**src/rtl/sos_pkg.sv**
```systemverilog
// shared types and constants of the stack of stacks engine
package sos_pkg;

  localparam int STACKS_DEF = 16;
  localparam int DEPTH_DEF  = 16;

  localparam int FUNC_W   = 2;
  localparam int WORD_W   = 32;
  localparam int STATUS_W = 3;
  localparam int POS_W    = 5;

  localparam logic [FUNC_W-1:0] FUNC_PUSH_STACK = 2'd0;
  localparam logic [FUNC_W-1:0] FUNC_PUSH       = 2'd1;
  localparam logic [FUNC_W-1:0] FUNC_POP_STACK  = 2'd2;
  localparam logic [FUNC_W-1:0] FUNC_POP        = 2'd3;

  localparam logic [STATUS_W-1:0] STATUS_OK          = 3'd0;
  localparam logic [STATUS_W-1:0] STATUS_OUTER_FULL  = 3'd1;
  localparam logic [STATUS_W-1:0] STATUS_NO_STACK    = 3'd2;
  localparam logic [STATUS_W-1:0] STATUS_INNER_FULL  = 3'd3;
  localparam logic [STATUS_W-1:0] STATUS_INNER_EMPTY = 3'd4;

  typedef struct packed {
    logic [FUNC_W-1:0] func;
    logic [WORD_W-1:0] value;
  } cmd_t;

  typedef struct packed {
    logic [STATUS_W-1:0] status;
    logic                has_value;
    logic [WORD_W-1:0]   value_res;
    logic [POS_W-1:0]    position;
    logic                last;
  } result_t;

  // tag that travels alongside an outstanding word memory read
  typedef struct packed {
    logic             valid;
    logic [POS_W-1:0] position;
    logic             last;
  } pend_t;

  typedef enum logic {
    S_IDLE,
    S_STREAM
  } state_t;

endpackage

```
**src/rtl/sos_count_mem.sv**
```systemverilog
// word counts of the inner stacks below the topmost one
module sos_count_mem #(
  parameter int ENTRIES = sos_pkg::STACKS_DEF,
  parameter int CW      = 5
) (
  input  logic                       clk,
  input  logic                       wr_en,
  input  logic [$clog2(ENTRIES)-1:0] wr_addr,
  input  logic [CW-1:0]              wr_data,
  input  logic                       rd_en,
  input  logic [$clog2(ENTRIES)-1:0] rd_addr,
  output logic [CW-1:0]              rd_data
);

  logic [CW-1:0] mem [ENTRIES];

  always_ff @(posedge clk) begin
    if (wr_en) begin
      mem[wr_addr] <= wr_data;
    end
    if (rd_en) begin
      rd_data <= mem[rd_addr];
    end
  end

endmodule

```
**config.mk**
```make
export PLATFORM = sky130hd
export DESIGN_NAME = sos_count_mem
export DESIGN_NICKNAME = d
export VERILOG_FILES = /design/src/rtl/sos_pkg.sv /design/src/rtl/sos_count_mem.sv
export SDC_FILE = /design/constraint.sdc
export NUM_CORES = 1
export LEC_CHECK = 0
export ABC_AREA = 1
export BUFFER_PORTS_ARGS = -buffer_cell sky130_fd_sc_hd__buf_4
export CAP_MARGIN = 40
export CORE_MARGIN = 4
export CORE_UTILIZATION = 65
export DETAILED_ROUTE_END_ITERATION = 8
export PLACE_DENSITY = 0.91
export RECOVER_POWER = 50
export SETUP_SLACK_MARGIN = 0.05
export SYNTH_ARGS = -nofsm -noshare
export SYNTH_HDL_FRONTEND = slang
export SYNTH_SLANG_ARGS = --single-unit
```
**constraint.sdc**
```tcl
create_clock -name clk -period 1.9 [get_ports clk]
set_input_delay 0.38 -clock clk [delete_from_list [all_inputs] [get_ports clk]]
set_output_delay 0.38 -clock clk [all_outputs]
set_load 0.05 [all_outputs]
```
Word-level counts from Yosys, hierarchy flattened
Memories as Yosys holds them, arrays and structs flattened. A register that Yosys moved wholly into a read port is not among the register bits.
Cells that the tools add are included.
- output and inout bits: 5
- memory bits (read-only): 0
- word-level logic and storage cells: 3
- bits in writable memories: 80
- flip-flop bits (word level): 0
- bits in latches: 0
- input port bits: 16
- memories: 1
- memories (memory ; depth ; width ; rd ports ; clocked after Yosys merged registers in ; write ports ; RTL line ; RTL):
    mem ; 16 ; 5 ; 1 ; 1 ; 1 ; sos_count_mem.sv:15 ; logic [CW-1:0] mem [ENTRIES];
- reductions and logical operators: 0
- add/sub/neg operators: 0
- divide/modulo/power cells: 0
- bitwise gates (word level): 0
- equality and inequality tests: 0
- $lt $le $gt $ge: 0
- multiplexer cells: 2
- shift operators: 0
- multipliers: 0
- operator list (kind ; count):
    1-bit two-way mux ; 2

Logic depth before layout (Yosys ltp)
Gate-level depths: netlist of run 1.
- depth after elaboration: 2
- mapped depth: 9
- gate-level depth less buffers: 7

Worst setup path before layout of run 1
No wires, ideal clock.
- path kind: input to register
- start: input rd_addr[0]
- end: register rd_data[1], read port of mem (data pin)
- path slack: 0.673 ns
- library setup time: 0.253 ns
- stages: 8
- buffers on the path: 2
- arrival time: 0.974 ns
- required time: 1.647 ns
- cells stage by stage: buf_6 -> inv_6 -> buf_8 -> nand2_2 -> nand3_1 -> nand3_1 -> nand3_1 -> nand2_1
- RTL lines (item ; RTL line ; RTL):
    start: declaration ; sos_count_mem.sv:11 ; input logic [$clog2(ENTRIES)-1:0] rd_addr,
    end: declaration ; sos_count_mem.sv:12 ; output logic [CW-1:0] rd_data

Final worst setup path of run 1
- start: register rd_data[0], read port of mem
- end: output rd_data[0]
No word-level cell between the ends.

==> run metrics, run 1 <==
commonest non-fill, non-tap cell in the layout nand2_1; fraction of layout cells with a size suffix above 1 0.174; leakage 1.66 nW; Multi-input gate area 822 um^2; hold depth 3; initial core utilization 0.675; hpwl dp 4640 um; antenna cells 0; die area 0.00703 mm^2; first drt pass iteration count 5; Total Nets Final 389; RSZ-0062 raised after global routing no; CTS Sinks 85; slowest stage cell, crit path edfxtp_1; R2R setup slack 0.79 ns; crit share post-route 0.706; post-synthesis register bit count 85; die width 83.9 um; DRC 0; TritonCTS clock tree built; grt ovf 0; final antenna-violating net count 0; All-Layer GR Usage 0.216; DR vias/cell 5.50; Layout Area Growth over Synthesis 6.72%; Worst-path clk slew 0.07 ns; core region area 0.00554 mm^2; Sw Share 0.223; CP Buf/Inv Count 1; Cell Rows 27; clk_skew 0.00886 ns; setup TNS 0 ns; Fill cells 385; Worst Setup End Kind output pin; H-tree levels 3; P_sw 0.754 mW; power density over cell area 847 mW/mm^2; R2R cell count 6; Flop pwr share 0.629; min cycle time layout 1.34 ns; Slew @ Worst Pin 0.853 ns; Post-CTS Resized 0; number of failing hold endpoints at the final stage 0; initial antenna violation count 0; Max Cap Viol 0; die height 83.9 um; pin count of the biggest net entering global routing 41; CP cell instances buf_4; mapped cell area 0.00374 mm^2; Seq/Total Area, Yosys 0.682; worst hold path endpoint rd_data[1]; final slew viol count 0; TritonCTS Buffers 9; hold slack 0.398 ns; Distinct cells, synth 14; r2r endpoint rd_data[4]; CTS Hold Buffers Added 0; first-pass GRT wire length 11,500 um; CTS Root Cell clkbuf_8; most frequent cells in the layout nand2_1 (100), edfxtp_1 (85), nand3_1 (61); Worst Path Arrival 0.96 ns; Largest stage delay, worst path 0.40 ns; combinational share of power 0.085; Req. time, crit path 1.52 ns; Synth Net Count 371; Post-Synthesis Cells 355; Crit Path Class reg2out; Hold Startpoint rd_addr[3]; final cell count without fillers 445; Post-Route Utilization 0.721; Min-Delay Path Class in2reg; latest clock arrival within the worst-skew pair 0.35 ns; f_max 746 MHz; Port Buf Inserts 20; reg2reg start mem[0][4]; clock share of power 0.286; Boundary Pins 21; Placed Cells 434; P_int 2.63 mW; placer congestion estimate 0.834; peak fanout along the critical path 1; worst vdd ir 0.604 mV; Post-CTS Setup Repair Bufs 0; Mean Syn Cell Area 10.5 um^2; vias post-DR 2,446; number of global-route vias before repair 2,329; flip-flop and latch area 0.00255 mm^2; Slew headroom 0.431; Starting DRT DRC Count 255; routed len/inst 15.9 um; final setup violation count 0; CTS max path bufs 2; Syn. warnings 0; Startpoint Class flop; outcome complete, no violations; routed wire length 7070 um; Crit path max-delay family flip-flops
-- per-stage QoR --
stage          area [um^2]  power (mW)  setup slack [ns]
4_1_cts               4020        3.39             0.552
6_report              3990        3.38             0.559
2_1_floorplan         3740        2.36             0.673
3_5_place_dp          3890        2.46             0.310
5_1_grt               3990        3.50             0.547
3_3_place_gp          3890        2.45             0.351
-- layer usage --
metal / track usage / vias up / wire [um]
met1: 0.291 / 1118 / 2940
met4: 0.107 / 0 / 161
li1: - / 1173 / -
met2: 0.330 / 139 / 3300
met5: 0 / - / 0
met3: 0.0513 / 16 / 670
-- state kept, by name, indices dropped and copies added (netlist names) --
register,cells
mem,80
rd_data,5
-- power groups by stage --
stage	Sequential (mW)	Clock [mW]	Combinational [mW]
floorplan	2.20	0	0.160
global placement	2.16	0	0.284
detailed placement	2.17	0	0.292
CTS	2.13	0.971	0.294
global route	2.13	1.06	0.318
finish	2.13	0.967	0.289
-- Yosys cell counts, drive strengths merged --
library cell / n / area share
nand2: 110 / 0.12
edfxtp: 85 / 0.68
inv: 66 / 0.068
nand3: 61 / 0.082
nor2: 17 / 0.017
buf: 13 / 0.029
nand3b: 2 / 0.0040
clkbuf: 1 / 0.0010
-- how the worst max path moves through the flow --
stage	depth (start not counted)	slack, ns	to	from
2_1_floorplan	8	0.67	rd_data[1]	rd_addr[0]
6_report	1	0.56	rd_data[0]	rd_data[0]
5_1_grt	1	0.55	rd_data[0]	rd_data[0]
4_1_cts	1	0.55	rd_data[0]	rd_data[0]
3_3_place_gp	7	0.35	rd_data[2]	rd_addr[0]
3_5_place_dp	7	0.31	rd_data[2]	rd_addr[0]
-- logic make-up (layout without fill, tap and decap cells) --
| family | count (synthesis) | count (layout) | synth area share |
|---|---|---|---|
| buf+inv | 80 | 98 | 0.0980 |
| simple gates | 190 | 190 | 0.220 |
| flops | 85 | 85 | 0.682 |
-- cell type report --
type / instances / area share
Clock buffer: 10 / 0.0320
Clock inverter: 1 / 0.000940
Inverter: 66 / 0.0633
Multi-Input combinational cell: 190 / 0.206
Sequential cell: 85 / 0.639
Tap cell: 72 / 0.0226
Timing Repair Buffer: 21 / 0.0360
-- worst min-delay path, cell delays in order --
cell     delay [ns]
buf_4          0.13
nand3_1        0.08
nand2_1        0.05
Note: power is estimated with default switching activity, not from simulation.
==> run 2: changes to the inputs <==
--- a/config.mk
+++ b/config.mk
@@ -5,13 +5,13 @@
 export SDC_FILE = /design/constraint.sdc
 export NUM_CORES = 1
 export LEC_CHECK = 0
-export ABC_AREA = 1
+export ABC_AREA = 0
 export BUFFER_PORTS_ARGS = -buffer_cell sky130_fd_sc_hd__buf_4
 export CAP_MARGIN = 40
 export CORE_MARGIN = 4
-export CORE_UTILIZATION = 65
+export CORE_UTILIZATION = 53
 export DETAILED_ROUTE_END_ITERATION = 8
-export PLACE_DENSITY = 0.91
+export PLACE_DENSITY = 0.81
 export RECOVER_POWER = 50
 export SETUP_SLACK_MARGIN = 0.05
 export SYNTH_ARGS = -nofsm -noshare
==> constraint.sdc (replaced) <==
create_clock -name clk -period 1.1 [get_ports clk]
set_input_delay 0.22 -clock clk [delete_from_list [all_inputs] [get_ports clk]]
set_output_delay 0.22 -clock clk [all_outputs]
set_load 0.05 [all_outputs]
==> run 2 against run 1 <==
  * The run now ends with negative setup slack left
  * First-iteration DRC count shrank 31%
  * Sequential share of layout area is the same
  * Critical path depth grew 2
  * Synthesized area shrank 13%
  * Non-clock buffer count grew 23
  * Design area is the same
  * Cell count shrank 36%
  * Clock power grew 140%
  * Routed wire length shrank 7.3%
  * Count of clock-buffer cells in the layout is the same
  * Flip-flop and latch count is the same
  * Synthesized cell count shrank 56%
  * Critical path type is now reg2reg
  * Largest power group unchanged
  * Highest routed layer unchanged
==> run metrics, run 2 <==
Max Cap Viol 0 (unchanged); mapped cell area 0.00326 mm^2 (was 0.00374 mm^2); Worst-path clk slew 0.08 ns (was 0.07 ns); Multi-input gate area 759 um^2 (was 822 um^2); Main synth FF type edfxtp_1 (unchanged); fraction of layout cells with a size suffix above 1 0.408 (was 0.174); All-Layer GR Usage 0.199 (was 0.216); Req. time, crit path 1.19 ns (was 1.52 ns); DRC 0 (unchanged); hold slack 0.233 ns (was 0.398 ns); antenna cells 0 (unchanged); peak fanout along the critical path 1 (unchanged); Crit Path Class reg2reg (was reg2out); number of global-route vias before repair 1,752 (was 2,329); most frequent cell after synthesis edfxtp_1 (was nand2_1); Min-Delay Path Class in2reg (unchanged); flip-flop and latch area 0.00255 mm^2 (unchanged); Crit path max-delay family multiplexers (was flip-flops); outcome finished with violations (was complete, no violations); H-tree levels 3 (unchanged); asr flop ratio synth 0 (unchanged); leakage 1.32 nW (was 1.66 nW); worst vdd ir 0.818 mV (was 0.604 mV); Synth Net Count 171 (was 371); final slew viol count 0 (unchanged); routed len/inst 22.9 um (was 15.9 um); Port Buf Inserts 20 (unchanged); area leader, netlist edfxtp_1 (unchanged); die height 86.5 um (was 83.9 um); top flop regs mem: 80 flops, rd_data: 5 flops (unchanged); CP cell instances mux4_2 > a22oi_2 > nand3_1 (was buf_4); die width 86.5 um (was 83.9 um); core region area 0.00596 mm^2 (was 0.00554 mm^2); Placed Cells 269 (was 434); final antenna-violating net count 0 (unchanged); CTS Root Cell clkbuf_8 (unchanged); Slew @ Worst Pin 0.712 ns (was 0.853 ns); register bank with the most flops mem (unchanged); RSZ-0062 raised after global routing yes (was no); CTS Sinks 85 (unchanged); Syn. warnings 0 (unchanged); Slew headroom 0.525 (was 0.431); Fill cells 361 (was 385); Worst Setup End Kind flop (was output pin); Post-synth EDFFs 85 (unchanged); top-area cell type share of the netlist area 0.782 (was 0.682); latest clock arrival within the worst-skew pair 0.34 ns (was 0.35 ns); Starting DRT DRC Count 176 (was 255); Startpoint Class flop (unchanged); final setup violation count 10 (was 0); commonest non-fill, non-tap cell in the layout edfxtp_1 (was nand2_1); grt ovf 0 (unchanged); Largest stage delay, worst path 0.54 ns (was 0.40 ns); Total Nets Final 222 (was 389); post-synthesis register bit count 85 (unchanged); TritonCTS Buffers 9 (unchanged); Post-Synthesis Cells 155 (was 355); pin count of the biggest net entering global routing 17 (was 41); slowest stage cell, crit path mux4_2 (was edfxtp_1); failing checks negative setup slack; vias post-DR 1,707 (was 2,446); CTS max path bufs 2 (unchanged); R2R setup slack -0.38 ns (was 0.79 ns); f_max 675 MHz; clk_skew 0.00810 ns (was 0.00886 ns); first-pass GRT wire length 10,400 um (was 11,500 um); initial antenna violation count 0 (unchanged); Boundary Pins 21 (unchanged); Overall Power 6.49 mW (was 3.38 mW); first drt pass iteration count 4 (was 5); DR vias/cell 5.97 (was 5.50); ranking of synthesized cells by area edfxtp_1 (78%), mux4_2 (14%), nand3_1 (1.7%), nor2_1 (1.5%), a22oi_1 (1.2%) (was edfxtp_1 (68%), nand2_1 (10%), nand3_1 (8.2%), inv_1 (3.4%), inv_2 (3.1%)); number of failing hold endpoints at the final stage 0 (unchanged); Distinct cells, synth 15 (was 14); routed wire length 6550 um (was 7070 um); placer congestion estimate 0.794 (was 0.834); CP Buf/Inv Count 0 (was 1); initial core utilization 0.548 (was 0.675); Largest register FFs 80 (unchanged); top cells by count, synth edfxtp_1 (85), mux4_2 (20), nor2_1 (13) (was nand2_1 (100), edfxtp_1 (85), nand3_1 (61)); post-route setup slack -0.382 ns (was 0.559 ns); Mean Syn Cell Area 21.1 um^2 (was 10.5 um^2); crit share post-route 1.35; most frequent cells in the layout edfxtp_1 (85), buf_4 (28), mux4_2 (20) (was nand2_1 (100), edfxtp_1 (85), nand3_1 (61)); final cell count without fillers 286 (was 445); power density over cell area 1620 mW/mm^2 (was 847 mW/mm^2); Worst Path Arrival 1.57 ns (was 0.96 ns); Cell Rows 28 (was 27); hpwl dp 4510 um (was 4640 um); min cycle time layout 1.48 ns; Layout Area Growth over Synthesis 22.4% (was 6.72%); Seq/Total Area, Yosys 0.782 (was 0.682); TritonCTS clock tree built (unchanged); die area 0.00748 mm^2 (was 0.00703 mm^2)
run 2: cell count changes after synthesis, sizes merged, moves of 5 or more:
cell and change:
a22oi +5, nand2 -104, inv -66, nand3 -50, mux4 +20, buf -10
run 2: what timing repair did:
action	4_1_cts	5_1_grt
endpoints found under the setup margin	18	10
resized for setup	11	1
endpoints found under the hold margin	0	0
pin swaps	3	0
cloned	0	0
setup buffers	1	0
hold buffers	0	0
run 2: cell type report:
cell class	count	area share
clock buffers	10	0.0320
flip-flops and latches	85	0.639
multi-input cells	66	0.190
clock inverters	6	0.0219
well taps	75	0.0235
repair buffers	44	0.0931
run 2: worst paths after layout:
check | from | end | depth (start not counted)
setup / recovery | mem[3][1] | rd_data[1] | 3
hold / removal | rd_en | rd_data[0] | 1
hold reg to reg | mem[10][3] | rd_data[3] | 3
setup reg to reg | mem[3][1] | rd_data[1] | 3
run 2: through the flow:
step	utilization	instance area [um^2]	setup WS [ns]	TNS, ns
after floorplan	-	3330	-0.229	-2.26
after global routing	0.670	3990	-0.394	-2.15
after CTS	0.673	4010	-0.391	-1.83
after detailed placement	0.626	3730	-0.571	-19.70
final	0.670	3990	-0.382	-1.64
after global placement	0.626	3730	-0.490	-17.18
run 2: kinds of logic after synthesis:
kind of cell,share of synthesized area
DFF,0.782
and+or+nand+nor,0.0598
muxes,0.138
AOI/OAI and AO/OA,0.0115
buffers and inverters,0.00843
run 2: power breakdown:
part / total, mW / switching (mW) / internal (mW)
sequential: 3.67 / 0.0256 / 3.65
clock: 2.32 / 1.04 / 1.28
combinational: 0.496 / 0.279 / 0.217
run 2: per-layer routing:
layer | part of all wire | GRT usage | vias to the layer above
li1 | - | - | 745
met1 | 0.40 | 0.274 | 879
met2 | 0.51 | 0.315 | 74
met3 | 0.070 | 0.0513 | 9
met4 | 0.016 | 0.0623 | 0
met5 | 0 | 0 | -
==> run 3: changes to the inputs <==
--- a/config.mk
+++ b/config.mk
@@ -11,7 +11,7 @@
 export CORE_MARGIN = 4
 export CORE_UTILIZATION = 53
 export DETAILED_ROUTE_END_ITERATION = 8
-export PLACE_DENSITY = 0.81
+export PLACE_DENSITY = 0.73
 export RECOVER_POWER = 50
 export SETUP_SLACK_MARGIN = 0.05
 export SYNTH_ARGS = -nofsm -noshare
==> run 3 against run 2 <==
  * Critical path type unchanged
  * Highest routed layer unchanged
  * Sequential share of layout area rose by 0.53 points
  * The flow still finishes with violations (negative setup slack)
  * Via count shrank 0.53%
  * Die area did not move
==> run metrics, run 3 (synthesis results as in run 2) <==
Layout Area Growth over Synthesis 21.4% (was 22.4%); most frequent cells in the layout edfxtp_1 (85), buf_4 (29), mux4_2 (20) (was edfxtp_1 (85), buf_4 (28), mux4_2 (20)); Largest register FFs 80 (unchanged); Max Cap Viol 0 (unchanged); CTS Root Cell clkbuf_8 (unchanged); routed len/inst 21.5 um (was 22.9 um); post-route setup slack -0.298 ns (was -0.382 ns); dpl cell area 0.00372 mm^2 (was 0.00373 mm^2); Startpoint Class flop (unchanged); combinational share of power 0.074 (was 0.076); commonest non-fill, non-tap cell in the layout edfxtp_1 (unchanged); R2R setup slack -0.30 ns (was -0.38 ns); CTS Hold Buffers Added 0 (unchanged); clock share of power 0.363 (was 0.358); number of failing hold endpoints at the final stage 0 (unchanged); r2r endpoint rd_data[4] (was rd_data[1]); Worst Setup End Kind flop (unchanged); Crit path max-delay family multiplexers (unchanged); top flop regs mem: 80 flops, rd_data: 5 flops (unchanged); Min-Delay Path Class in2reg (unchanged); Cell Rows 28 (unchanged); register bank with the most flops mem (unchanged); first-pass GRT wire length 10,000 um (was 10,400 um); TritonCTS clock tree built (unchanged); outcome finished with violations (unchanged); fraction of layout cells with a size suffix above 1 0.400 (was 0.408); Sw Share 0.213 (was 0.207); CTS max path bufs 2 (unchanged); Port Buf Inserts 20 (unchanged); Slew headroom 0.475 (was 0.525); leakage 1.29 nW (was 1.32 nW); pin count of the biggest net entering global routing 17 (unchanged); Starting DRT DRC Count 183 (was 176); final setup violation count 10 (unchanged); routed wire length 6140 um (was 6550 um); failing checks negative setup slack (unchanged); R2R cell count 3 (unchanged); clk_skew 0.00817 ns (was 0.00810 ns); Post-CTS Setup Repair Bufs 0 (was 1); hpwl dp 4340 um (was 4510 um); final antenna-violating net count 0 (unchanged); hold depth 1 (unchanged); Total Nets Final 221 (was 222); antenna cells 0 (unchanged); grt ovf 0 (unchanged); die width 86.5 um (unchanged); final slew viol count 0 (unchanged); H-tree levels 3 (unchanged); min cycle time layout 1.40 ns (was 1.48 ns); first drt pass iteration count 4 (unchanged); die height 86.5 um (unchanged); Boundary Pins 21 (unchanged); f_max 715 MHz (was 675 MHz); DRC 0 (unchanged); Crit Path Class reg2reg (unchanged); Req. time, crit path 1.20 ns (was 1.19 ns); worst hold path endpoint rd_data[2] (was rd_data[0]); slowest stage cell, crit path mux4_2 (unchanged); Worst Path Arrival 1.50 ns (was 1.57 ns); peak fanout along the critical path 1 (unchanged); P_sw 1.39 mW (was 1.34 mW); latest clock arrival within the worst-skew pair 0.35 ns (was 0.34 ns); CP Buf/Inv Count 0 (unchanged); reg2reg start mem[3][4] (was mem[3][1]); CTS Sinks 85 (unchanged); P_int 5.13 mW (was 5.14 mW); number of global-route vias before repair 1,777 (was 1,752); die area 0.00748 mm^2 (unchanged); initial core utilization 0.548 (unchanged); Largest stage delay, worst path 0.51 ns (was 0.54 ns); crit share post-route 1.27 (was 1.35); pre-CTS setup slack -0.581 ns (was -0.571 ns); placer congestion estimate 0.868 (was 0.794); post-route design area 0.00396 mm^2 (was 0.00399 mm^2); core region area 0.00596 mm^2 (unchanged); Flop pwr share 0.562 (was 0.566); All-Layer GR Usage 0.188 (was 0.199); Slew @ Worst Pin 0.787 ns (was 0.712 ns); RSZ-0062 raised after global routing yes (unchanged); Worst-path clk slew 0.08 ns (about the same); Overall Power 6.52 mW (was 6.49 mW); Hold Startpoint rd_en (unchanged); TritonCTS Buffers 9 (unchanged); worst vdd ir 0.893 mV (was 0.818 mV); DR vias/cell 5.96 (was 5.97); power density over cell area 1650 mW/mm^2 (was 1620 mW/mm^2); setup TNS -1.55 ns (was -1.64 ns); initial antenna violation count 0 (unchanged); CP cell instances mux4_2 > a22oi_2 > nand3_1 (unchanged); vias post-DR 1,698 (was 1,707)
==> run 3: worst max-delay path by stage <==
stage	startpoint	to	slack (ns)	cells past startpoint
after floorplan	rd_addr[0]	rd_data[0]	-0.23	4
after global placement	rd_addr[0]	rd_data[0]	-0.53	5
after detailed placement	rd_addr[0]	rd_data[2]	-0.58	5
after CTS	mem[3][2]	rd_data[2]	-0.31	3
after global routing	mem[3][0]	rd_data[0]	-0.36	3
final	mem[3][4]	rd_data[4]	-0.30	3
==> run 3: stage by stage <==
step | hold slack [ns] | instances | util
finish | 0.215 | 285 | 0.665
global route | 0.210 | 285 | 0.665
CTS | 0.0937 | 285 | 0.667
detailed placement | 0.471 | 269 | 0.624
global placement | 0.466 | 269 | 0.624
floorplan | 0.319 | 155 | -
==> run 3: routing by layer <==
layer  part of all wire  vias up  track usage
met3              0.057        9       0.0428
met4              0.018        0       0.0779
met1               0.44      895        0.265
met2               0.49       55        0.289
met5                  0        -            0
li1                   -      739            -
==> run 3: worst register-to-register path: stages (launching register included) <==
cell and delay, ns:
edfxtp_1 0.38, mux4_2 0.51, a22oi_2 0.19, nand3_1 0.09
==> run 3: cell type report <==
| cell class | instances | area (um^2) |
|---|---|---|
| tap | 75 | 93.8 |
| clock buffer | 10 | 128 |
| clock inverter | 6 | 87.6 |
| multi-input combinational | 66 | 759 |
| fill | 384 | 2000 |
| sequential | 85 | 2550 |
| timing repair buffer | 43 | 339 |
==> run 3: power by group through the flow <==
stage / clock network, mW / logic [mW] / registers (mW)
5_1_grt: 2.52 / 0.522 / 3.67
3_3_place_gp: 0 / 0.459 / 3.73
4_1_cts: 2.40 / 0.500 / 3.67
3_5_place_dp: 0 / 0.476 / 3.74
6_report: 2.37 / 0.485 / 3.67
2_1_floorplan: 0 / 0.203 / 3.79
==> run 3: what timing repair did <==
item,CTS,global route
pin swaps,1,3
cloned,0,0
endpoints found under the setup margin,14,21
resized for setup,10,2
