[src/rtl/sos_pkg.sv]
// shared types and constants of the stack of stacks engine
package sos_pkg;

  localparam int STACKS_DEF = 16;
  localparam int DEPTH_DEF  = 16;

  localparam int FUNC_W   = 2;
  localparam int WORD_W   = 32;
  localparam int STATUS_W = 3;
  localparam int POS_W    = 5;

  localparam logic [FUNC_W-1:0] FUNC_PUSH_STACK = 2'd0;
  localparam logic [FUNC_W-1:0] FUNC_PUSH       = 2'd1;
  localparam logic [FUNC_W-1:0] FUNC_POP_STACK  = 2'd2;
  localparam logic [FUNC_W-1:0] FUNC_POP        = 2'd3;

  localparam logic [STATUS_W-1:0] STATUS_OK          = 3'd0;
  localparam logic [STATUS_W-1:0] STATUS_OUTER_FULL  = 3'd1;
  localparam logic [STATUS_W-1:0] STATUS_NO_STACK    = 3'd2;
  localparam logic [STATUS_W-1:0] STATUS_INNER_FULL  = 3'd3;
  localparam logic [STATUS_W-1:0] STATUS_INNER_EMPTY = 3'd4;

  typedef struct packed {
    logic [FUNC_W-1:0] func;
    logic [WORD_W-1:0] value;
  } cmd_t;

  typedef struct packed {
    logic [STATUS_W-1:0] status;
    logic                has_value;
    logic [WORD_W-1:0]   value_res;
    logic [POS_W-1:0]    position;
    logic                last;
  } result_t;

  // tag that travels alongside an outstanding word memory read
  typedef struct packed {
    logic             valid;
    logic [POS_W-1:0] position;
    logic             last;
  } pend_t;

  typedef enum logic {
    S_IDLE,
    S_STREAM
  } state_t;

endpackage

[src/rtl/sos_ctrl.sv]
// command sequencer: top-of-stack registers, memory accesses and result register
module sos_ctrl #(
  parameter int STACKS = sos_pkg::STACKS_DEF,
  parameter int DEPTH  = sos_pkg::DEPTH_DEF,
  localparam int TW  = $clog2(STACKS),
  localparam int CW  = $clog2(DEPTH + 1),
  localparam int AW  = $clog2(STACKS * DEPTH)
) (
  input  logic                       clk,
  input  logic                       rst,
  input  logic                       start,
  output logic                       busy,
  input  sos_pkg::cmd_t              cmd,
  output logic                       strobe,
  output sos_pkg::result_t           result,
  output logic                       wr_en,
  output logic [AW-1:0]              wr_addr,
  output logic [sos_pkg::WORD_W-1:0] wr_data,
  output logic                       rd_en,
  output logic [AW-1:0]              rd_addr,
  input  logic [sos_pkg::WORD_W-1:0] rd_data,
  output logic                       cnt_wr_en,
  output logic [TW-1:0]              cnt_wr_addr,
  output logic [CW-1:0]              cnt_wr_data,
  output logic                       cnt_rd_en,
  output logic [TW-1:0]              cnt_rd_addr,
  input  logic [CW-1:0]              cnt_rd_data
);

  localparam int SCW = $clog2(STACKS + 1);

  sos_pkg::state_t  state, state_next;
  logic [SCW-1:0]   stack_count, stack_count_next;
  logic [CW-1:0]    top_count, top_count_next;
  logic [AW-1:0]    base, base_next;
  logic [AW-1:0]    rd_base, rd_base_next;
  logic [CW-1:0]    idx, idx_next;
  logic [CW-1:0]    n_pop, n_pop_next;
  logic             reload, reload_next;
  sos_pkg::pend_t   pend, pend_next;
  logic             strobe_next;
  sos_pkg::result_t result_next;

  logic          accept;
  logic [TW-1:0] top;
  logic [CW-1:0] idx_inc;

  assign busy    = (state != sos_pkg::S_IDLE) || pend.valid || reload;
  assign accept  = start && !busy;
  assign top     = TW'(stack_count - SCW'(1));
  assign idx_inc = idx + CW'(1);

  // next state
  always_comb begin
    state_next = state;
    unique case (state)
      sos_pkg::S_IDLE: begin
        if (accept && cmd.func == sos_pkg::FUNC_POP_STACK && stack_count != '0 &&
            top_count > CW'(1)) begin
          state_next = sos_pkg::S_STREAM;
        end
      end
      sos_pkg::S_STREAM: begin
        if (idx_inc == n_pop) begin
          state_next = sos_pkg::S_IDLE;
        end
      end
      default: state_next = sos_pkg::S_IDLE;
    endcase
  end

  // memory controls and datapath next values
  always_comb begin
    stack_count_next = stack_count;
    top_count_next   = top_count;
    base_next        = base;
    rd_base_next     = rd_base;
    idx_next         = idx;
    n_pop_next       = n_pop;
    reload_next      = 1'b0;
    pend_next        = '0;
    strobe_next      = 1'b0;
    result_next      = result;
    wr_en            = 1'b0;
    wr_addr          = base + AW'(top_count);
    wr_data          = cmd.value;
    rd_en            = 1'b0;
    rd_addr          = base;
    cnt_wr_en        = 1'b0;
    cnt_wr_addr      = top;
    cnt_wr_data      = top_count;
    cnt_rd_en        = 1'b0;
    cnt_rd_addr      = TW'(stack_count - SCW'(2));

    // word read issued last cycle is on rd_data now
    if (pend.valid) begin
      strobe_next = 1'b1;
      result_next = '{sos_pkg::STATUS_OK, 1'b1, rd_data, pend.position, pend.last};
    end

    // new top's count arrives on cnt_rd_data in the cycle after a whole-stack pop
    if (reload) begin
      top_count_next = cnt_rd_data;
    end

    unique case (state)
      sos_pkg::S_IDLE: begin
        if (accept) begin
          strobe_next = 1'b1;
          result_next = '{sos_pkg::STATUS_OK, 1'b0, '0, '0, 1'b1};
          if (cmd.func == sos_pkg::FUNC_PUSH_STACK) begin
            if (stack_count == SCW'(STACKS)) begin
              result_next.status = sos_pkg::STATUS_OUTER_FULL;
            end else begin
              cnt_wr_en        = (stack_count != '0);
              top_count_next   = '0;
              base_next        = (stack_count == '0) ? '0 : base + AW'(DEPTH);
              stack_count_next = stack_count + SCW'(1);
            end
          end else if (stack_count == '0) begin
            result_next.status = sos_pkg::STATUS_NO_STACK;
          end else begin
            unique case (cmd.func)
              sos_pkg::FUNC_PUSH: begin
                if (top_count == CW'(DEPTH)) begin
                  result_next.status = sos_pkg::STATUS_INNER_FULL;
                end else begin
                  wr_en          = 1'b1;
                  top_count_next = top_count + CW'(1);
                end
              end
              sos_pkg::FUNC_POP: begin
                if (top_count == '0) begin
                  result_next.status = sos_pkg::STATUS_INNER_EMPTY;
                end else begin
                  strobe_next    = 1'b0;
                  rd_en          = 1'b1;
                  rd_addr        = base + AW'(top_count - CW'(1));
                  pend_next      = '{1'b1, sos_pkg::POS_W'(top_count), 1'b1};
                  top_count_next = top_count - CW'(1);
                end
              end
              default: begin
                // whole-stack pop
                stack_count_next = stack_count - SCW'(1);
                base_next        = base - AW'(DEPTH);
                if (stack_count >= SCW'(2)) begin
                  cnt_rd_en   = 1'b1;
                  reload_next = 1'b1;
                end
                if (top_count != '0) begin
                  strobe_next  = 1'b0;
                  rd_en        = 1'b1;
                  pend_next    = '{1'b1, sos_pkg::POS_W'(1), top_count == CW'(1)};
                  idx_next     = CW'(1);
                  n_pop_next   = top_count;
                  rd_base_next = base;
                end
              end
            endcase
          end
        end
      end
      sos_pkg::S_STREAM: begin
        rd_en     = 1'b1;
        rd_addr   = rd_base + AW'(idx);
        pend_next = '{1'b1, sos_pkg::POS_W'(idx_inc), idx_inc == n_pop};
        idx_next  = idx_inc;
      end
      default: ;
    endcase
  end

  always_ff @(posedge clk) begin
    if (rst) begin
      state       <= sos_pkg::S_IDLE;
      stack_count <= '0;
      top_count   <= '0;
      reload      <= 1'b0;
      pend        <= '0;
      strobe      <= 1'b0;
    end else begin
      state       <= state_next;
      stack_count <= stack_count_next;
      top_count   <= top_count_next;
      reload      <= reload_next;
      pend        <= pend_next;
      strobe      <= strobe_next;
    end
  end

  always_ff @(posedge clk) begin
    base    <= base_next;
    rd_base <= rd_base_next;
    idx     <= idx_next;
    n_pop   <= n_pop_next;
    result  <= result_next;
  end

  // every transaction yields a result or an outstanding read in the next cycle
  a_accept_answered: assert property (@(posedge clk) disable iff (rst)
    accept |=> (strobe || pend.valid))
    else $error("accepted transaction produced no result");

  a_pend_strobe: assert property (@(posedge clk) disable iff (rst)
    pend.valid |=> (strobe && result.has_value))
    else $error("outstanding read did not produce a result");

  a_last_idle: assert property (@(posedge clk) disable iff (rst)
    (strobe && result.last) |-> (state == sos_pkg::S_IDLE))
    else $error("final result while still streaming");

  a_counts: assert property (@(posedge clk) disable iff (rst)
    (stack_count <= SCW'(STACKS)) && (top_count <= CW'(DEPTH)))
    else $error("stack counter out of range");

endmodule

[config.mk]
export PLATFORM = sky130hd
export DESIGN_NAME = sos_ctrl
export DESIGN_NICKNAME = d
export VERILOG_FILES = /design/src/rtl/sos_pkg.sv /design/src/rtl/sos_ctrl.sv
export SDC_FILE = /design/constraint.sdc
export NUM_CORES = 1
export LEC_CHECK = 0
export ABC_CLOCK_PERIOD_IN_PS = 2900
export BUFFER_PORTS_ARGS = -buffer_cell sky130_fd_sc_hd__buf_4
export CAP_MARGIN = 25
export CORE_ASPECT_RATIO = 1.4
export CORE_UTILIZATION = 49
export CTS_BUF_LIST = sky130_fd_sc_hd__clkbuf_8 sky130_fd_sc_hd__clkbuf_16
export DETAILED_ROUTE_END_ITERATION = 12
export HOLD_SLACK_MARGIN = 0.05
export PLACE_DENSITY = 0.81
export SKIP_LAST_GASP = 1
export SLEW_MARGIN = 10
export SYNTH_ARGS = -nofsm -noshare
export SYNTH_HDL_FRONTEND = slang
export SYNTH_SLANG_ARGS = --single-unit
[constraint.sdc]
create_clock -name clk -period 2.9 [get_ports clk]
set_input_delay 0.145 -clock clk [delete_from_list [all_inputs] [get_ports clk]]
set_output_delay 0.145 -clock clk [all_outputs]
set_load 0.05 [all_outputs]
Yosys cells after proc, flatten, opt, wreduce, memory -nomap -nowiden
Cells that the tools add are included.

Add/subtract/negate cells: 12. Multipliers: 0. Div/mod/pow operators: 0. Order comparisons: 2. Eq/ne operators: 15. Shift-type cells: 0. Mux-type cells: 80. Bitwise gates (word level): 4. Reduce and logical (&&, ||, !) cells: 16.

Operators with widths (number): two-way mux 42 bit (3); two-way mux 5 bit (17); two-way mux 8 bit (10); two-way mux 7 bit (5); two-way mux 1 bit (31); case mux 7 bit (2 select lines) (2); case mux 5 bit (2 select lines) (2); adder 8 x 5 -> 8 bit (2); case mux 8 bit (2 select lines) (1); adder 5 x 1 -> 5 bit, second input constant (3); != test 2 bit, second input constant (7); == test 5 bit, second input constant (2); logical NOT 5 bit (2); AND reduction 5 bit (2); nonzero test 5 bit (2); subtractor 5 x 1 -> 5 bit, second input constant (2); two-way mux 3 bit (3); adder 8 x 5 -> 8 bit, second input constant (1); adder 8 bit (1); case mux 1 bit (2 select lines) (4); subtractor 8 x 5 -> 8 bit, second input constant (1); case mux 3 bit (2 select lines) (1); AND reduction 6 bit (1); subtractor 5 x 1 -> 6 bit, second input constant (1); other kinds (15) (23).

Bits in registers: 88. Latch bits: 0. RAM bits: 0. Memory bits (read-only): 0. Bits of input ports: 74. Output and inout port bits: 109. Logic and storage cells: 146. Memories: 0.

Logic depth before layout (Yosys ltp)
Gate-level depths: netlist (run 1).

Depth after elaboration: 9. Mapped depth: 10. Depth with buffers taken out: 10.

Worst setup path after synthesis (run 1)
OpenSTA, ideal clock, no wires.

Path kind: register -> output. Start: register top_count[0] (netlist: cnt_wr_data[0]). End: output rd_addr[7]. Data arrival time: 3.456 ns. Required time: 2.755 ns. Slack: -0.701 ns. Cell stages (with the launch flop): 11. Buffers on the path: 0. Cell sequence: dfxtp_1 > inv_1 > ha_1 > nor3b_2 > xor2_1 > ha_1 > a21o_1 > a21oi_1 > xor2_1 > or3_1 > a31oi_1.

Longest elaborated chain between the ends: 8. Elaborated cells between the ends (all ways): 9. Those cells by class: 2 x add/sub; 6 x mux; 1 x reduce/logical.

RTL lines: start: declaration (line sos_ctrl.sv:34) `logic [CW-1:0] top_count, top_count_next;`; start signal: assignment (line sos_ctrl.sv:185) `top_count <= top_count_next;`; subtractor 5 x 1 -> 6 bit (line sos_ctrl.sv:138) `rd_addr = base + AW'(top_count - CW'(1));`; adder 8 bit (line sos_ctrl.sv:138); two-way mux 8 bit * (line sos_ctrl.sv:133) `if (top_count == '0) begin`; two-way mux 8 bit * (line sos_ctrl.sv:123) `unique case (cmd.func)`; two-way mux 8 bit * (line sos_ctrl.sv:120) `end else if (stack_count == '0) begin`; two-way mux 8 bit * (line sos_ctrl.sv:111) `if (cmd.func == sos_pkg::FUNC_PUSH_STACK) begin`; two-way mux 8 bit * (line sos_ctrl.sv:108) `if (accept) begin`; case mux 8 bit (2 select lines) * (line sos_ctrl.sv:106) `unique case (state)`; end: declaration (line sos_ctrl.sv:20) `output logic [AW-1:0] rd_addr,`.

Every way passes the cells marked *; elsewhere a longest branch is shown, timed or not.

Final worst setup path (run 1)
Ends and elaborated chain as after synthesis.

==> flow_metrics.env, run 1 <==
export IMPL_htree_levels=3
export IMPL_category_of_the_critical_setup_timing_path="reg -> out"
export IMPL_global_route_usage_sum=0.246
export IMPL_stdcell_count=698
export IMPL_worst_slew_pin_transition_ps=686
export IMPL_simple_gate_fraction_of_synth_area=0.168
export IMPL_critical_path_max_stage_delay_ps=360
export IMPL_starting_density_of_the_core=0.510
export IMPL_syn_area_mm2=0.00444
export IMPL_routed_via_density=5.53
export IMPL_synthToLayoutAreaGrowth_pct=29.8
export IMPL_setup_viol=0
export IMPL_final_period_minus_worst_setup_slack_ps=2830
export IMPL_synth_adder_area_share=0.0563
export IMPL_drt_wl_total_um=11600
export IMPL_synth_seq_area_share=0.401
export IMPL_critPathBufInv=2
export IMPL_count_of_flip_flops_with_a_built_in_enable_after_synthesis=18
export IMPL_crit_path_max_fanout=4
export IMPL_chipWidth_um=82.5
export IMPL_slew_viol_final=0
export IMPL_final_hold_viol_count=0
export IMPL_result_of_the_run="completed"
export IMPL_startpoint_types="register"
export IMPL_share_of_layout_cells_above_drive_strength_1=0.297
export IMPL_rows=40
export IMPL_clk_pin_slew_worst_setup_hold_paths_ps=60
export IMPL_dp_final_hpwl_um=8220
export IMPL_p_int_mw=2.14
export IMPL_worst_endpoint_required_ps=2760
export IMPL_drtIter0Drc=235
export IMPL_grt_ovfl_total=0
export IMPL_layout_filler_cells=699
export IMPL_post_route_drc=0
export IMPL_hold_path_class="in -> reg"
export IMPL_synth_top_family_by_area="simple AND/OR/NAND/NOR gates"
export IMPL_synth_warning_count=0
export IMPL_cp_slowest_cell="sky130_fd_sc_hd__dfxtp_4"
export IMPL_antenna_violations_before_repair=0
export IMPL_final_min_period_over_clock_period=0.977
export IMPL_cts_max_path_buffers=2
export IMPL_place_gp_congestion=0.931
export IMPL_clk_root_buffer_cell="sky130_fd_sc_hd__clkbuf_16"
export IMPL_synth_area_mux_share=0.0994
export IMPL_synth_xor_area_share=0.0611
export IMPL_p_clk_frac=0.354
export IMPL_tritoncts="yes"
export IMPL_endpoint_kind="primary output"
export IMPL_drt_antenna_violating_nets=0
export IMPL_clk_insertion_delay_late_ps=340
export IMPL_async_flop_share=0
export IMPL_cap_viol_max_count=0
export IMPL_netlist_cell_type_count=55
export IMPL_synth_compound_gate_area_share=0.108
export IMPL_grt_first_pass_wirelength_um=17500
export IMPL_first_global_vias=3616
export IMPL_dominantRegCellSynth="sky130_fd_sc_hd__dfxtp_1"
export IMPL_critical_path_arrival_ps=2690
export IMPL_max_freq_ghz=0.353
export IMPL_dieHeight_um=115
export IMPL_postSynthCellCount=490
export IMPL_numCtsBuffers=9
export IMPL_total_switching_power_mw=1.00
export IMPL_power_per_cell_area_mw_per_mm2=545
export IMPL_fp_coreArea_mm2=0.00871
export IMPL_power_share_switching=0.319
export IMPL_max_vdd_ir_drop_v=0.000412
export IMPL_path_common_cell="sky130_fd_sc_hd__ha_2"
export IMPL_skew_ps=4.63
export IMPL_dr_pass1_iters=4
export IMPL_seq_cells_post_synth=80
export IMPL_grt_max_degree=41
export IMPL_floorplan_die_area_mm2=0.00946
export IMPL_power_static_leakage_nw=2.38
export IMPL_p_comb_frac=0.260
export IMPL_port_buffers=118
export IMPL_slew_headroom=0.536
export IMPL_dp_slack_ps=229
export IMPL_cts_sink_count=80
export IMPL_synth_fp_nets=584
export IMPL_placed_cells=660
export IMPL_via_count=3858
export IMPL_io_pins=183
export IMPL_post_route_worst_setup_slack_ps=67.0
export IMPL_sequentialPowerShare=0.386
export IMPL_synth_area_per_cell_um2=9.07
export IMPL_timing_critical_path_max_delay_family="simple AND/OR/NAND/NOR gates"
export IMPL_layout_nets=681
export IMPL_detail_route_wl_per_cell_um=16.6
export IMPL_cp_cell_sequence="inv_2 -> ha_2 -> nor3b_4 -> xor2_2 -> ha_2 -> a21o_1 -> a21oi_1 -> xor2_1 -> or3_4 -> a31oi_4 -> buf_6"
[final timing paths]
path	slack, ps	end	cells after the start	startpoint
worst max-delay path	70	rd_addr[7]	11	cnt_wr_data[0]$_SDFF_PP0_
worst min-delay path	50	result[9]$_DFF_P_	3	rd_data[3]
worst max register to register	570	idx[4]$_SDFFCE_PN0P_	5	reload$_SDFF_PP0_
worst min register to register	460	result[0]$_DFF_P_	2	pend[0]$_SDFF_PP0_
[metal layers]
layer,track usage,vias up,share of wire
met1,0.285,1839,0.40
li1,-,1845,-
met5,0,-,0
met4,0.135,0,0.035
met3,0.0486,38,0.056
met2,0.414,136,0.51
[worst min-delay path, stage by stage]
cell and delay, ps:
sky130_fd_sc_hd__buf_4 80, sky130_fd_sc_hd__mux2i_1 60, sky130_fd_sc_hd__nor2_1 70
[cells in the mapped netlist, types with 15 or more instances]
cell type                  count  area (um^2)
sky130_fd_sc_hd__mux2i_1      43          430
sky130_fd_sc_hd__edfxtp_1     18          541
sky130_fd_sc_hd__a21oi_1      24          120
sky130_fd_sc_hd__xnor2_1      16          140
sky130_fd_sc_hd__clkbuf_1     26         97.6
sky130_fd_sc_hd__ha_1         20          250
sky130_fd_sc_hd__inv_1        15         56.3
sky130_fd_sc_hd__buf_4        35          263
sky130_fd_sc_hd__nor2_1       63          236
sky130_fd_sc_hd__nand2_1      31          116
sky130_fd_sc_hd__dfxtp_1      62         1240
sky130_fd_sc_hd__xor2_1       15          131
sky130_fd_sc_hd__nand3_1      15         75.1
[through the flow]
step                setup TNS, ps  cell area (um^2)  power [mW]  utilization  hold slack, ps
global route                -42.9              5770        3.27        0.662            55.4
CTS                             0              5710        3.13        0.656            50.3
floorplan                    -243              4470        1.89            -             292
detailed placement              0              5200        2.01        0.598             290
global placement                0              5200        1.99        0.598             290
finish                          0              5770        3.15        0.662            50.7
[cell families after synthesis]
group                    Yosys count
other                              1
buffers and inverters             85
AO/OA/AOI/OAI                     74
multiplexers                      44
XOR/XNOR                          31
adder cells (fa/ha/maj)           20
flip-flops                        80
AND/OR/NAND/NOR                  155
[cell usage in the layout (no fill, tap or decap), types with 3 or more instances in the layout]
master                            n
sky130_fd_sc_hd__clkbuf_16       10
sky130_fd_sc_hd__o21ai_1          4
sky130_fd_sc_hd__a21boi_1         3
sky130_fd_sc_hd__a21oi_1         24
sky130_fd_sc_hd__nand3b_1         3
sky130_fd_sc_hd__o21ai_0         12
sky130_fd_sc_hd__nor3_1           5
sky130_fd_sc_hd__dfxtp_1         59
sky130_fd_sc_hd__a31oi_1          5
sky130_fd_sc_hd__nand3_1         15
sky130_fd_sc_hd__o21a_1           3
sky130_fd_sc_hd__inv_1           14
sky130_fd_sc_hd__a221oi_1         3
sky130_fd_sc_hd__edfxtp_1        18
sky130_fd_sc_hd__and2_1           7
sky130_fd_sc_hd__ha_1            17
sky130_fd_sc_hd__xnor2_1         16
sky130_fd_sc_hd__mux2i_1         43
sky130_fd_sc_hd__nor4_1           3
sky130_fd_sc_hd__nand2_1         31
sky130_fd_sc_hd__buf_4          139
sky130_fd_sc_hd__dlygate4sd3_1   16
sky130_fd_sc_hd__xor2_1          14
sky130_fd_sc_hd__nand2b_1         5
sky130_fd_sc_hd__nor2_1          63
[repair_timing]
item,CTS,global route
setup endpoints to repair,1,2
endpoints found under the hold margin,16,0
setup buffers,2,3
hold buffers,16,0
resized for setup,6,8
[power groups by stage]
| stage | logic (mW) | registers (mW) | clock network [mW] |
|---|---|---|---|
| 6_report | 0.819 | 1.21 | 1.11 |
| 3_5_place_dp | 0.767 | 1.24 | 0 |
| 2_1_floorplan | 0.625 | 1.26 | 0 |
| 4_1_cts | 0.798 | 1.21 | 1.12 |
| 3_3_place_gp | 0.757 | 1.24 | 0 |
| 5_1_grt | 0.873 | 1.22 | 1.17 |
[final cells by class]
cell class,count,area (um^2),share of cell area
diodes,1,2.50,0.000434
clock buffers,11,264,0.0458
clock inverters,5,37.5,0.00651
inverters,15,56.3,0.00976
multi-input cells,325,2270,0.394
flip-flops and latches,80,1790,0.310
well taps,105,131,0.0228
repair buffers,156,1210,0.211
[flip-flops by register name, summed over array words and instances, names as in the netlist]
name / count
reload: 1
strobe: 1
idx: 5
stack_count: 5
n_pop: 5
result: 42
pend: 7
rd_base: 4
cnt_wr_data: 5
state: 1
base: 4
(Power assumes the default switching activity.)
==> run 2: changes to the inputs <==
- CORE_MARGIN: unset -> 2
- MAX_ROUTING_LAYER: unset -> met4
- SETUP_SLACK_MARGIN: unset -> 0.2
==> flow_metrics.env, run 2 (synthesized netlist as in run 1, its figures left out) <==
export IMPL_dp_final_hpwl_um=8350
export IMPL_drt_antenna_violating_nets=0
export IMPL_floorplan_die_area_mm2=0.00986
export IMPL_crit_path_max_fanout=4
export IMPL_endpoint_kind="primary output"
export IMPL_max_vdd_ir_drop_v=0.000484
export IMPL_tritoncts="yes"
export IMPL_clk_pin_slew_worst_setup_hold_paths_ps=60
export IMPL_regToRegStartpoint="reload$_SDFF_PP0_"
export IMPL_r2r_worst_path_cells=5
export IMPL_n_antenna_cell=0
export IMPL_r2r_end="rd_base[6]$_DFFE_PP_"
export IMPL_io_pins=183
export IMPL_max_freq_ghz=0.367
export IMPL_first_global_vias=3810
export IMPL_drtIter0Drc=223
export IMPL_slew_viol_final=0
export IMPL_power_per_cell_area_mw_per_mm2=531
export IMPL_setup_viol=0
export IMPL_critical_path_max_stage_delay_ps=370
export IMPL_cp_slowest_cell="sky130_fd_sc_hd__dfxtp_4"
export IMPL_synthToLayoutAreaGrowth_pct=33.0
export IMPL_final_period_minus_worst_setup_slack_ps=2720
export IMPL_rows=41
export IMPL_startpoint_types="register"
export IMPL_category_of_the_critical_setup_timing_path="reg -> out"
export IMPL_max_flop_register="result"
export IMPL_final_hold_viol_count=0
export IMPL_routed_via_density=5.61
export IMPL_starting_density_of_the_core=0.498
export IMPL_dp_slack_ps=144
export IMPL_setup_tns_ps=0
export IMPL_hold_path_cell_count=3
export IMPL_power_static_leakage_nw=2.44
export IMPL_detail_route_wl_per_cell_um=17.1
export IMPL_worst_slew_pin_transition_ps=633
export IMPL_fp_coreArea_mm2=0.00893
export IMPL_cts_max_path_buffers=2
export IMPL_result_of_the_run="completed"
export IMPL_cp_cell_sequence="inv_4 -> ha_4 -> nor3b_4 -> xor2_2 -> ha_2 -> a21o_1 -> a21oi_2 -> xor2_1 -> or3_4 -> a31oi_4 -> buf_6"
export IMPL_worst_r2r_setup_slack_ps=580
export IMPL_post_route_drc=0
export IMPL_skew_ps=7.00
export IMPL_hold_path_end="result[30]$_DFF_P_"
export IMPL_worst_endpoint_required_ps=2760
export IMPL_drt_wl_total_um=12200
export IMPL_chipWidth_um=84.5
export IMPL_layout_nets=694
export IMPL_grt_first_pass_wirelength_um=18500
export IMPL_largest_reg_flops=42
export IMPL_clk_insertion_delay_late_ps=340
export IMPL_global_route_usage_sum=0.244
export IMPL_slew_headroom=0.567
export IMPL_cap_viol_max_count=0
export IMPL_final_cell_mix="sky130_fd_sc_hd__buf_4 (142), sky130_fd_sc_hd__nor2_1 (63), sky130_fd_sc_hd__dfxtp_1 (57)"
export IMPL_critical_path_arrival_ps=2580
export IMPL_grt_setup_unrepaired="true"
export IMPL_dr_pass1_iters=5
export IMPL_layout_top_registers="result x42, pend x7"
export IMPL_grt_ovfl_total=0
export IMPL_dieHeight_um=117
export IMPL_via_count=3997
export IMPL_htree_levels=3
export IMPL_clk_root_buffer_cell="sky130_fd_sc_hd__clkbuf_16"
export IMPL_port_buffers=118
export IMPL_antenna_violations_before_repair=0
export IMPL_hold_path_class="in -> reg"
export IMPL_cts_sink_count=80
export IMPL_final_min_period_over_clock_period=0.939
export IMPL_numCtsBuffers=9
export IMPL_share_of_layout_cells_above_drive_strength_1=0.319
export IMPL_hold_path_startpoint="rd_data[24]"
export IMPL_post_route_worst_setup_slack_ps=178
export IMPL_grt_max_degree=41
export IMPL_hold_worst_slack_ps=56.0
export IMPL_totalPowerFinal_mw=3.14
export IMPL_place_gp_congestion=0.939
export IMPL_commonest_non_fill_non_tap_cell_in_the_layout="sky130_fd_sc_hd__buf_4"
[run 2: per-stage QoR]
step           utilization  area, um^2  instances
6_report             0.662        5910        712
5_1_grt              0.662        5910        712
4_1_cts              0.657        5870        711
3_5_place_dp         0.584        5210        660
3_3_place_gp         0.584        5210        660
2_1_floorplan            -        4480        490
[run 2: how the worst max path moves through the flow]
| stage | end | start | slack [ps] | depth (start not counted) |
|---|---|---|---|---|
| final | rd_addr[7] | cnt_wr_data[0]$_SDFF_PP0_ | 180 | 11 |
| after global routing | rd_addr[7] | cnt_wr_data[1]$_SDFF_PP0_ | 70 | 11 |
| after CTS | rd_addr[7] | cnt_wr_data[1]$_SDFF_PP0_ | 150 | 11 |
| after detailed placement | rd_addr[7] | cnt_wr_data[0]$_SDFF_PP0_ | 140 | 11 |
| after floorplan | rd_addr[7] | cnt_wr_data[1]$_SDFF_PP0_ | 60 | 10 |
| after global placement | rd_addr[7] | cnt_wr_data[0]$_SDFF_PP0_ | 210 | 11 |
[run 2: metal layers]
metal,GRT usage,routed length (um),vias to the layer above
met4,0.126,466,0
met3,0.0481,840,50
met2,0.419,6330,208
met1,0.270,4550,1865
met5,-,0,-
li1,-,-,1874
[run 2: repair_timing]
| action | 4_1_cts | 5_1_grt |
|---|---|---|
| resized for setup | 15 | 9 |
| hold endpoints to repair | 23 | 0 |
| setup buffers | 12 | 1 |
| setup endpoints to repair | 3 | 8 |
| pin swaps | 6 | 2 |
| hold buffers | 23 | 0 |
[run 2: critical path, delay by kind of cell (launching register included)]
kind / cells / cell delay [ps]
buf+inv: 2 / 240
fa+ha+maj: 2 / 340
flops: 1 / 370
simple gates: 2 / 580
xor+xnor: 2 / 340
compound gates: 3 / 350
[run 2: report_power, final]
group	switching (mW)	total, mW	leakage [nW]	internal [mW]
registers	0.0438	1.22	0.671	1.17
logic	0.516	0.849	1.62	0.332
clock network	0.469	1.08	0.144	0.607
total	1.03	3.14	2.44	2.11
[run 2: final cells by class]
class	count	area, um^2
inverters	15	61.3
clock inverters	6	43.8
well taps	107	134
flip-flops and latches	80	1790
multi-input cells	325	2300
fillers	695	3020
repair buffers	169	1340
clock buffers	10	239
